### src/rtl/rgme_queue.sv
// Two-entry queue between front and back end.
// No dependencies.
module rgme_queue #(
  parameter int DATA_W = 8
) (
  input  logic              clk,
  input  logic              rst_n,
  input  logic              wr_valid,
  output logic              wr_ready,
  input  logic [DATA_W-1:0] wr_data,
  output logic              rd_valid,
  input  logic              rd_ready,
  output logic [DATA_W-1:0] rd_data
);
  logic [DATA_W-1:0] slot_r [2];
  logic              wr_ptr_r, wr_ptr_nxt, rd_ptr_r, rd_ptr_nxt;
  logic [1:0]        count_r, count_nxt;
  logic              push, pop;

  assign wr_ready = (count_r != 2'd2);
  assign rd_valid = (count_r != 2'd0);
  assign rd_data  = slot_r[rd_ptr_r];
  assign push     = wr_valid && wr_ready;
  assign pop      = rd_valid && rd_ready;

  always_comb begin
    wr_ptr_nxt = push ? !wr_ptr_r : wr_ptr_r;
    rd_ptr_nxt = pop ? !rd_ptr_r : rd_ptr_r;
    count_nxt  = count_r + 2'(push) - 2'(pop);
  end

  always_ff @(posedge clk) begin
    if (push) begin
      slot_r[wr_ptr_r] <= wr_data;
    end
  end

  always_ff @(posedge clk) begin
    if (!rst_n) begin
      wr_ptr_r <= 1'b0;
      rd_ptr_r <= 1'b0;
      count_r  <= 2'd0;
    end else begin
      wr_ptr_r <= wr_ptr_nxt;
      rd_ptr_r <= rd_ptr_nxt;
      count_r  <= count_nxt;
    end
  end

endmodule

### config.mk
export PLATFORM = sky130hd
export DESIGN_NAME = rgme_queue
export DESIGN_NICKNAME = d
export VERILOG_FILES = /design/src/rtl/rgme_queue.sv
export SDC_FILE = /design/constraint.sdc
export NUM_CORES = 1
export LEC_CHECK = 0
export ABC_AREA = 1
export BUFFER_PORTS_ARGS = -buffer_cell sky130_fd_sc_hd__buf_2
export CORE_ASPECT_RATIO = 0.9
export CORE_MARGIN = 5
export CORE_UTILIZATION = 27
export CTS_CLUSTER_SIZE = 14
export DETAILED_ROUTE_END_ITERATION = 8
export PLACE_DENSITY_LB_ADDON = 0.25
export RECOVER_POWER = 50
export SLEW_MARGIN = 15
export SYNTH_ARGS = -nofsm -noshare
export SYNTH_HDL_FRONTEND = slang
export SYNTH_SLANG_ARGS = --single-unit
### constraint.sdc
create_clock -name clk -period 1.7 [get_ports clk]
set_clock_uncertainty 0.2 [all_clocks]
set_input_delay 0.255 -clock clk [delete_from_list [all_inputs] [get_ports clk]]
set_output_delay 0.255 -clock clk [all_outputs]
set_load 0.03 [all_outputs]
==> impl_metrics.py <==
metrics = {
    "synthesis": {
        "yosysUniqueCellTypes": 16,
        "async_flop_share_pct": 0,
        "yosys_warnings": 0,
        "synth.cell_area_um2": 831,
        "syn_area_per_cell_um2": 13.6,
        "syn-instance-count": 61,
        "synth_most_common_cell": "edfxtp_1",
        "yosysSeqAreaShare_pct": 69.9,
        "synthTopCellsByArea": "edfxtp_1, dfxtp_1, mux2_2",
        "synth_seq_cells": 21,
        "synthDominantCellAreaShare_pct": 57.8,
        "synth_top_area_cell": "edfxtp_1",
        "syn-num-nets": 74,
        "synth_ff_type": "edfxtp_1",
        "synth_common_cells": "edfxtp_1, nand2_1, inv_1, nor2_1",
        "synth-edff-count": 16,
    },
    "routing": {
        "viasPerCell": 3.78,
        "drt_iter0_drc": 13,
        "post-route-drc-count": 0,
        "antenna_left": 0,
        "vias": 533,
        "wirelength_um": 1450,
        "firstDrtPassIters": 4,
        "wire_per_inst_um": 10.3,
    },
    "power_and_ir_drop": {
        "p_per_area_mw_per_mm2": 1450,
        "power.total_w": 0.00177,
        "p_leak_nw": 0.502,
        "vdd_ir_drop_max_mv": 0.634,
    },
    "critical_path": {
        "crit_path_max_incr_delay_ns": 0.44,
        "crit_buf_inv": 1,
        "r2r_start": "count_r[0]$_SDFF_PN0_",
        "required_ns": 1.24,
        "crit_type": "reg -> out",
        "worstPathCellList": "mux2_2, buf_6",
        "arrival_ns": 1.24,
        "crit_path_end_kind": "primary output",
        "crit_slowest_cell": "dfxtp_4",
        "worstSetupStartpointType": "flop",
        "cp_max_fo": 8,
        "crit_family": "flip-flops",
    },
    "sta": {
        "hold_viol": 0,
        "setup_viol": 0,
        "worstMarginPinSlew_ns": 0.202,
        "relSlewSlack_pct": 86.5,
        "setup_slack_ns": 0.00724,
        "fmax_mhz": 591,
        "slew_violations": 0,
        "fin_crit_sh_pct": 99.6,
        "fin_crit_ns": 1.69,
        "grt_setup_unrepaired": "yes",
        "final.setup.tns_ns": 0,
    },
    "floorplan": {
        "rows": 19,
        "die_height_um": 62.6,
        "core-area_mm2": 0.00300,
        "initial_core_util_pct": 27.7,
        "dieArea_mm2": 0.00429,
        "io_pins": 22,
        "die_w_um": 68.5,
    },
    "layout": {
        "multiInputGateArea_um2": 253,
        "finalNonFillerCells": 141,
        "antenna_cells": 0,
        "synthToLayoutAreaGrowth_pct": 47.6,
        "final_util_pct": 40.9,
        "regArea_um2": 589,
        "drive_above_1_share_pct": 44.4,
        "fill_cells": 304,
        "nets": 113,
    },
    "clock_tree": {
        "cts_buffer_depth": 2,
        "clock_sinks": 21,
        "clk_pin_slew_ns": 0.11,
        "numCtsBuffers": 3,
        "cts_root_buf": "clkbuf_4",
        "h-tree-depth": 1,
        "tritoncts": "built",
        "clk_latency_ns": 0.29,
        "cts_setup_buffers": 0,
    },
    "grt": {
        "grt_overflow": 0,
        "grt_first_pass_wirelength_um": 2300,
        "grt_util_met3_pct": 3.96,
        "met2_usage_pct": 12.2,
        "grt_max_degree": 13,
        "grt_pass1_vias": 535,
        "busiest_layer": "met2",
        "antenna_found_initial": 0,
        "grt_usage_pct": 7.28,
        "use_met1_pct": 7.98,
    },
    "placement": {
        "place_hpwl_um": 1050,
        "place_congestion": 0.632,
        "dp_cells": 128,
        "portBuffers": 21,
        "pre_cts_slack_ns": 0.116,
    },
    "worst_hold_path": {
        "hp-start": "wr_valid",
        "hold_class": "in -> reg",
    },
    "outcome": {
        "status": "complete, no violations",
    },
    "job": {
        "drv_cap": 0,
    },
}
-- final cells by class --
cell class	instances	area share, %
sequential	21	48.1
timing repair buffer	35	22.7
multi-input combinational	32	20.6
tap	42	4.29
inverter	7	2.14
clock buffer	3	1.84
clock inverter	1	0.408
-- cells in the final DEF, fill, tap and decap left out, types with 2 or more instances in the layout --
cell / n
nor2_1: 6
nand2_1: 9
buf_4: 5
dlygate4sd3_1: 9
clkbuf_1: 3
mux2_2: 3
buf_6: 8
buf_2: 9
dfxtp_1: 2
mux2_4: 5
dfxtp_4: 2
clkbuf_4: 3
edfxtp_1: 16
nor2_4: 2
inv_1: 7
-- metal layers --
metal	up-vias	wire (um)
li1	279	-
met1	239	618
met2	15	750
met3	0	80
met4	0	0
met5	-	0
-- kinds of logic after synthesis --
| kind of cell | share of synthesized area, % |
|---|---|
| DFF | 69.9 |
| buffers and inverters | 3.77 |
| adders and majority gates | 1.51 |
| xor gates and xnor gates | 1.05 |
| AOI/OAI and AO/OA | 0.602 |
| muxes | 10.8 |
| and+or+nand+nor | 12.3 |
-- power by group --
| part | switching, W | total, W | internal, W | leakage (nW) |
|---|---|---|---|---|
| clock network | 0.000144 | 0.000232 | 0.0000876 | 0.0177 |
| registers | 0.0000813 | 0.000756 | 0.000675 | 0.192 |
| logic | 0.000420 | 0.000784 | 0.000364 | 0.292 |
| total | 0.000646 | 0.00177 | 0.00113 | 0.502 |
-- flip-flops by register name, indices dropped and copies added, names as in the netlist, named ones only --
name	cells
rd_ptr_r	1
wr_ptr_r	1
count_r	2
slot_r	16
-- stage by stage --
stage                     hold slack (ns)  area (um2)
after floorplan                     0.148         831
after global placement              0.247        1020
after detailed placement            0.248        1020
after CTS                           0.103        1190
after global routing                0.129        1230
final                               0.135        1230
-- what timing repair did --
action                                  in CTS  in global routing
pin swaps                                    0                  0
cloned                                       0                  0
gates resized for setup                     17                 12
hold buffers                                 9                  0
endpoints found under the setup margin       8                  7
hold endpoints to repair                    19                  0
-- worst register-to-register path, cell delays in order (launching register included) --
cell and delay (ns):
dfxtp_4 0.39, inv_1 0.05, nand2_2 0.08, nand2_4 0.08, xnor2_2 0.17, ha_2 0.20, inv_1 0.04, nand2_1 0.04
nand2_1 0.06, a21oi_1 0.12, nor2_1 0.06
-- path summary, 6_finish.rpt --
kind / to / slack [ns] / cells after the start
setup / recovery: rd_data[5] / 0.007 / 2
hold reg to reg: flop / 0.30 / 2
setup reg to reg: count_r[1]$_SDFF_PN0_ / 0.11 / 10
hold / removal: wr_ptr_r$_SDFFE_PN0P_ / 0.14 / 5
(Power assumes the default switching activity.)
