## config.mk

```make
export PLATFORM = sky130hd
export DESIGN_NAME = rgme_front
export DESIGN_NICKNAME = d
export VERILOG_FILES = /design/src/rtl/rgme_pkg.sv /design/src/rtl/rgme_front.sv
export SDC_FILE = /design/constraint.sdc
export NUM_CORES = 1
export LEC_CHECK = 0
export BUFFER_PORTS_ARGS = -buffer_cell sky130_fd_sc_hd__buf_2
export CAP_MARGIN = 0
export CORE_AREA = 2 2 77 79
export CTS_CLUSTER_SIZE = 30
export DETAILED_ROUTE_END_ITERATION = 7
export DIE_AREA = 0 0 79 81
export GPL_TIMING_DRIVEN = 0
export HOLD_SLACK_MARGIN = 0.12
export PLACE_DENSITY = 0.81
export SLEW_MARGIN = 20
export SYNTH_ARGS = -nofsm -noshare
export SYNTH_HDL_FRONTEND = slang
export SYNTH_SLANG_ARGS = --single-unit
export TNS_END_PERCENT = 30
```

## constraint.sdc

```tcl
create_clock -name clk -period 11.4 [get_ports clk]
set_input_delay 2.28 -clock clk [delete_from_list [all_inputs] [get_ports clk]]
set_output_delay 2.28 -clock clk [all_outputs]
set_load 0.03 [all_outputs]
```

## src/rtl/rgme_pkg.sv

```systemverilog
// Shared types and constants of the RGB gradient magnitude edge block.
// No dependencies; imported by rgme_front, rgme_back and the top level.
package rgme_pkg;

  // One RGB pixel, red in the lowest byte: [0] red, [1] green, [2] blue.
  typedef logic [2:0][7:0] pixel_t;

  // What the back end has to do with one queued pixel.
  typedef struct packed {
    logic emit_mid;   // a pixel of the row above is due
    logic interior;   // that pixel gets a gradient magnitude
    logic emit_cur;   // last row: the arriving pixel is due as well
  } item_flags_t;

  localparam int CFG_IDX_W = 2;
  localparam int DIM_REG_W = 11;
  localparam int COORD_W   = 10;

  localparam logic [CFG_IDX_W-1:0] REG_FRAME_WIDTH  = 2'd0;
  localparam logic [CFG_IDX_W-1:0] REG_FRAME_HEIGHT = 2'd1;

  localparam logic [DIM_REG_W-1:0] FRAME_DIM_RESET = 11'd1024;

  localparam int DEF_MAX_WIDTH  = 1024;
  localparam int DEF_MAX_HEIGHT = 1024;

  // Square root of dx*dx + dy*dy < 2^18: nine result bits, two radicand bits a step.
  localparam int RAD_W       = 18;
  localparam int ROOT_W      = 9;
  localparam int REM_W       = 11;
  localparam int SQRT_STEPS  = 9;
  localparam int STEP_W      = 4;
  localparam logic [7:0] SAT_MAX = 8'd255;

endpackage

```

## src/rtl/rgme_front.sv

```systemverilog
// Front end: configuration registers, raster position counters, pixel classification.
// Depends on rgme_pkg.
module rgme_front #(
  parameter int MAX_WIDTH  = rgme_pkg::DEF_MAX_WIDTH,
  parameter int MAX_HEIGHT = rgme_pkg::DEF_MAX_HEIGHT
) (
  input  logic                            clk,
  input  logic                            rst_n,
  input  logic                            cfg_valid,
  output logic                            cfg_ready,
  input  logic [rgme_pkg::CFG_IDX_W-1:0]  cfg_index,
  input  logic [rgme_pkg::DIM_REG_W-1:0]  cfg_data,
  input  logic                            pix_valid,
  output logic                            pix_ready,
  output logic                            push_valid,
  input  logic                            push_ready,
  output logic [$clog2(MAX_HEIGHT)-1:0]   push_row,
  output logic [$clog2(MAX_WIDTH)-1:0]    push_col,
  output rgme_pkg::item_flags_t           push_flags
);
  import rgme_pkg::*;

  localparam int COL_W = $clog2(MAX_WIDTH);
  localparam int ROW_W = $clog2(MAX_HEIGHT);
  localparam int WD_W  = COL_W + 1;
  localparam int HD_W  = ROW_W + 1;

  logic [DIM_REG_W-1:0] width_r, width_nxt, height_r, height_nxt;
  logic [COL_W-1:0]     col_r, col_nxt;
  logic [ROW_W-1:0]     row_r, row_nxt;
  logic [WD_W-1:0]      w_eff;
  logic [HD_W-1:0]      h_eff;
  logic                 last_col, last_row, accept;

  // Zero acts as one, anything above the maximum as the maximum.
  always_comb begin
    if (width_r == '0) begin
      w_eff = WD_W'(1);
    end else if (int'(width_r) > MAX_WIDTH) begin
      w_eff = WD_W'(MAX_WIDTH);
    end else begin
      w_eff = WD_W'(width_r);
    end
    if (height_r == '0) begin
      h_eff = HD_W'(1);
    end else if (int'(height_r) > MAX_HEIGHT) begin
      h_eff = HD_W'(MAX_HEIGHT);
    end else begin
      h_eff = HD_W'(height_r);
    end
  end

  assign cfg_ready  = 1'b1;
  assign pix_ready  = push_ready;
  assign push_valid = pix_valid;
  assign accept     = pix_valid && push_ready;

  assign last_col = ({1'b0, col_r} == w_eff - WD_W'(1));
  assign last_row = ({1'b0, row_r} == h_eff - HD_W'(1));

  assign push_row            = row_r;
  assign push_col            = col_r;
  assign push_flags.emit_mid = (row_r != '0);
  assign push_flags.interior = (row_r > ROW_W'(1)) && (col_r != '0) && !last_col;
  assign push_flags.emit_cur = last_row;

  always_comb begin
    width_nxt  = width_r;
    height_nxt = height_r;
    col_nxt    = col_r;
    row_nxt    = row_r;
    if (accept) begin
      if (last_col) begin
        col_nxt = '0;
        row_nxt = last_row ? '0 : row_r + ROW_W'(1);
      end else begin
        col_nxt = col_r + COL_W'(1);
      end
    end
    // A write to frame_width or frame_height restarts the frame.
    if (cfg_valid && cfg_ready) begin
      unique case (cfg_index)
        REG_FRAME_WIDTH: begin
          width_nxt = cfg_data;
          col_nxt   = '0;
          row_nxt   = '0;
        end
        REG_FRAME_HEIGHT: begin
          height_nxt = cfg_data;
          col_nxt    = '0;
          row_nxt    = '0;
        end
        default: begin
        end
      endcase
    end
  end

  always_ff @(posedge clk) begin
    if (!rst_n) begin
      width_r  <= FRAME_DIM_RESET;
      height_r <= FRAME_DIM_RESET;
      col_r    <= '0;
      row_r    <= '0;
    end else begin
      width_r  <= width_nxt;
      height_r <= height_nxt;
      col_r    <= col_nxt;
      row_r    <= row_nxt;
    end
  end

endmodule

```

==> reports/metrics.yaml <==
worst_setup_path:
  worstPathArrival_ps: 3990
  reg2reg_from: "width_r[6]"
  crit_path_end: "push_flags[1]"
  worstPathRequired_ps: 9120
  critical_path_class: "reg -> out"
  cp_max_fo: 9
  crit_start: "width_r[6]"
  rr_worst_depth: 16
  r2r_slack_ps: 7240
  cp-end-kind: "primary output"
  cp-start-kind: "flop"
  r2r_end: "push_row[1]"
synthesis:
  async_reset_ff_share_pct: 0
  ys_types: 63
  yosys.area_share.simple_pct: 31.1
  synth_xor_area_share_pct: 9.91
  synth-main-ff-cell: "dfxtp_1"
  synth_adder_area_share_pct: 3.33
  netlist_area_mm2: 0.00301
  synthesis.nets: 393
  synth-seq-cells: 42
  synth_mux_area_share_pct: 7.99
  synth_edf_count: 0
  synth_top_area_share_pct: 28.0
  synth_compound_area_share_pct: 13.7
  synthTopCellsByArea: "dfxtp_1, mux2i_1, xor2_1"
  avgSynthCellArea_um2: 8.19
  ys_warn_count: 0
  syn_inst: 367
  yosysTopAreaCell: "dfxtp_1"
  synth_top_family_by_area: "simple AND/OR/NAND/NOR gates"
  synth_seq_area_share_pct: 28.0
layout:
  drive_gt1_share_pct: 17.7
  area_delta_synth_final_pct: 13.7
  fillCellCount: 522
  fin_nets: 442
  n_antenna_cell: 0
  layout_commonest_cell: "buf_2"
  most-common-layout-cells: "buf_2, dfxtp_1, nor2_1"
clock_network:
  htreeDepth: 2
  cts_tree: "done"
  insertion_delay_ps: 290
  postCtsSetupRepairBufs: 0
  clk_pin_slew_ps: 80
  root_buffer: "clkbuf_8"
  hold_buffers: 0
  clockBufferDepth: 2
  cts_resized: 0
  cts_buffers: 5
  clock_sinks: 42
pwr:
  p_seq_share_pct: 47.5
  internal_power_uw: 238
  powerDensity_mw_per_mm2: 94.7
  p_switching_uw: 85.7
  p_leak_uw: 0.00141
  p_clk_share_pct: 35.9
  ir_drop_mv: 0.0602
  switching_share_pct: 26.5
  combPwrFrac_pct: 16.7
  power_uw: 324
floorplanning:
  die_h_um: 81
  top_level_ports: 44
  core_area_mm2: 0.00568
  row_count: 28
  start_util_pct: 53.0
  dieArea_mm2: 0.00640
  die_w_um: 79
global_routing:
  first_global_vias: 2573
  grt-ovfl-total: 0
  grt_pass1_wl_um: 11900
  antenna_found_initial: 0
  grt_max_degree: 14
  grt_use_total_pct: 23.2
timing:
  worstMarginPinSlew_ps: 895
  slew_headroom_pct: 40.2
  fmax_mhz: 160
  skew_ps: 4.15
  setup_violations: 0
  maxSlewViolCount: 0
  finalCritPeriodShare_pct: 55.0
  setup_tns_ps: 0
  hold_viol_final: 0
  fin_crit_ps: 6270
  rsz0062_at_grt: "false"
detailed_routing:
  avgRoutedWirePerCell_um: 14.7
  detail-route-antenna-nets: 0
  wirelength_um: 7220
  drtIter0Drc: 125
  vias: 2852
  via_per_inst: 5.80
  drtPass1Iterations: 4
  drcViolationCount: 0
placement:
  dp.final_hpwl_um: 5550
  portBuffers: 42
  place_congestion: 0.923
outcome:
  run_status: "completed"
job:
  maxCapViolations: 0
hold_path:
  min_path_type: "reg -> reg"
-- cells in the mapped netlist (all sizes together), types with 5 or more instances --
cell type	number
mux2i	24
nor2b	22
ha	8
nand3b	5
o21ai	7
nor3	12
inv	10
nor4	18
buf	13
and3	5
and2	5
clkbuf	14
dfxtp	42
nor2	34
nand2b	6
a21oi	15
xor2	18
xnor2	16
nand3	11
nand2	22
-- worst max-delay path, stage by stage (launching register included) --
cell and delay (ps):
dfxtp_1 310, buf_2 160, nor4_1 540, a31oi_1 210
nor2_1 240, inv_1 70, ha_1 190, clkbuf_1 190
and4_1 230, o32ai_1 320, xor2_1 130, nor4_1 260
nor4bb_1 540, nor2_1 90, buf_2 200
-- area by class of cell --
cell class                      count  area, um^2  area share (%)
Clock buffer                        5        68.8            2.01
Tap cell                           75        93.8            2.75
Sequential cell                    42         841            24.6
Inverter                           10        37.5            1.10
Clock inverter                      3        40.0            1.17
Buffer                             27         140            4.10
Multi-Input combinational cell    288        1990            58.1
Timing Repair Buffer               42         210            6.15
-- logic make-up (layout without fill, tap and decap cells) --
family                     count (synthesis)  in the layout
muxes                                     24             24
and+or+nand+nor                          165            165
xor gates and xnor gates                  34             34
other                                      1              1
buffers and inverters                     37             87
DFF                                       42             42
adders and majority gates                  8              8
AOI/OAI and AO/OA                         56             56
-- worst min-delay path by stage --
stage,slack (ps),depth (start not counted),end,start
finish,570,2,push_col[1],push_col[1]
global route,600,2,push_col[1],push_col[1]
CTS,550,2,push_col[1],push_col[1]
detailed placement,540,2,push_col[1],push_col[1]
global placement,540,2,push_col[1],push_col[1]
floorplan,520,2,width_r[0],width_r[0]
-- flip-flops by register name, indices dropped and copies added, names as in the netlist --
signal / count
height_r: 11
push_col: 10
push_row: 10
width_r: 11
-- power by group through the flow --
stage	registers [uW]	clock network, uW	logic (uW)
after floorplan	156	0	40.6
after global routing	154	125	59.3
final	154	116	54.0
after CTS	154	118	53.5
after global placement	157	0	51.9
after detailed placement	157	0	53.1
-- layer usage --
layer | global-route usage [%] | vias to the layer above | wire [um]
met3 | 3.56 | 16 | 375
li1 | - | 1409 | -
met2 | 40.8 | 91 | 3450
met5 | 0 | - | 0
met4 | 10.0 | 0 | 151
met1 | 28.2 | 1336 | 3240
-- per-stage QoR --
stage          std cells  hold WS (ps)  instance area (um^2)  utilization [%]  setup WS (ps)
3_5_place_dp         484           536                  3310             58.3           5500
5_1_grt              492           601                  3420             60.2           4800
6_report             492           571                  3420             60.2           5130
3_3_place_gp         484           536                  3310             58.3           5520
4_1_cts              492           548                  3420             60.2           5150
2_1_floorplan        367           521                  3010                -           5930
Power figures use the tool's default switching activity.
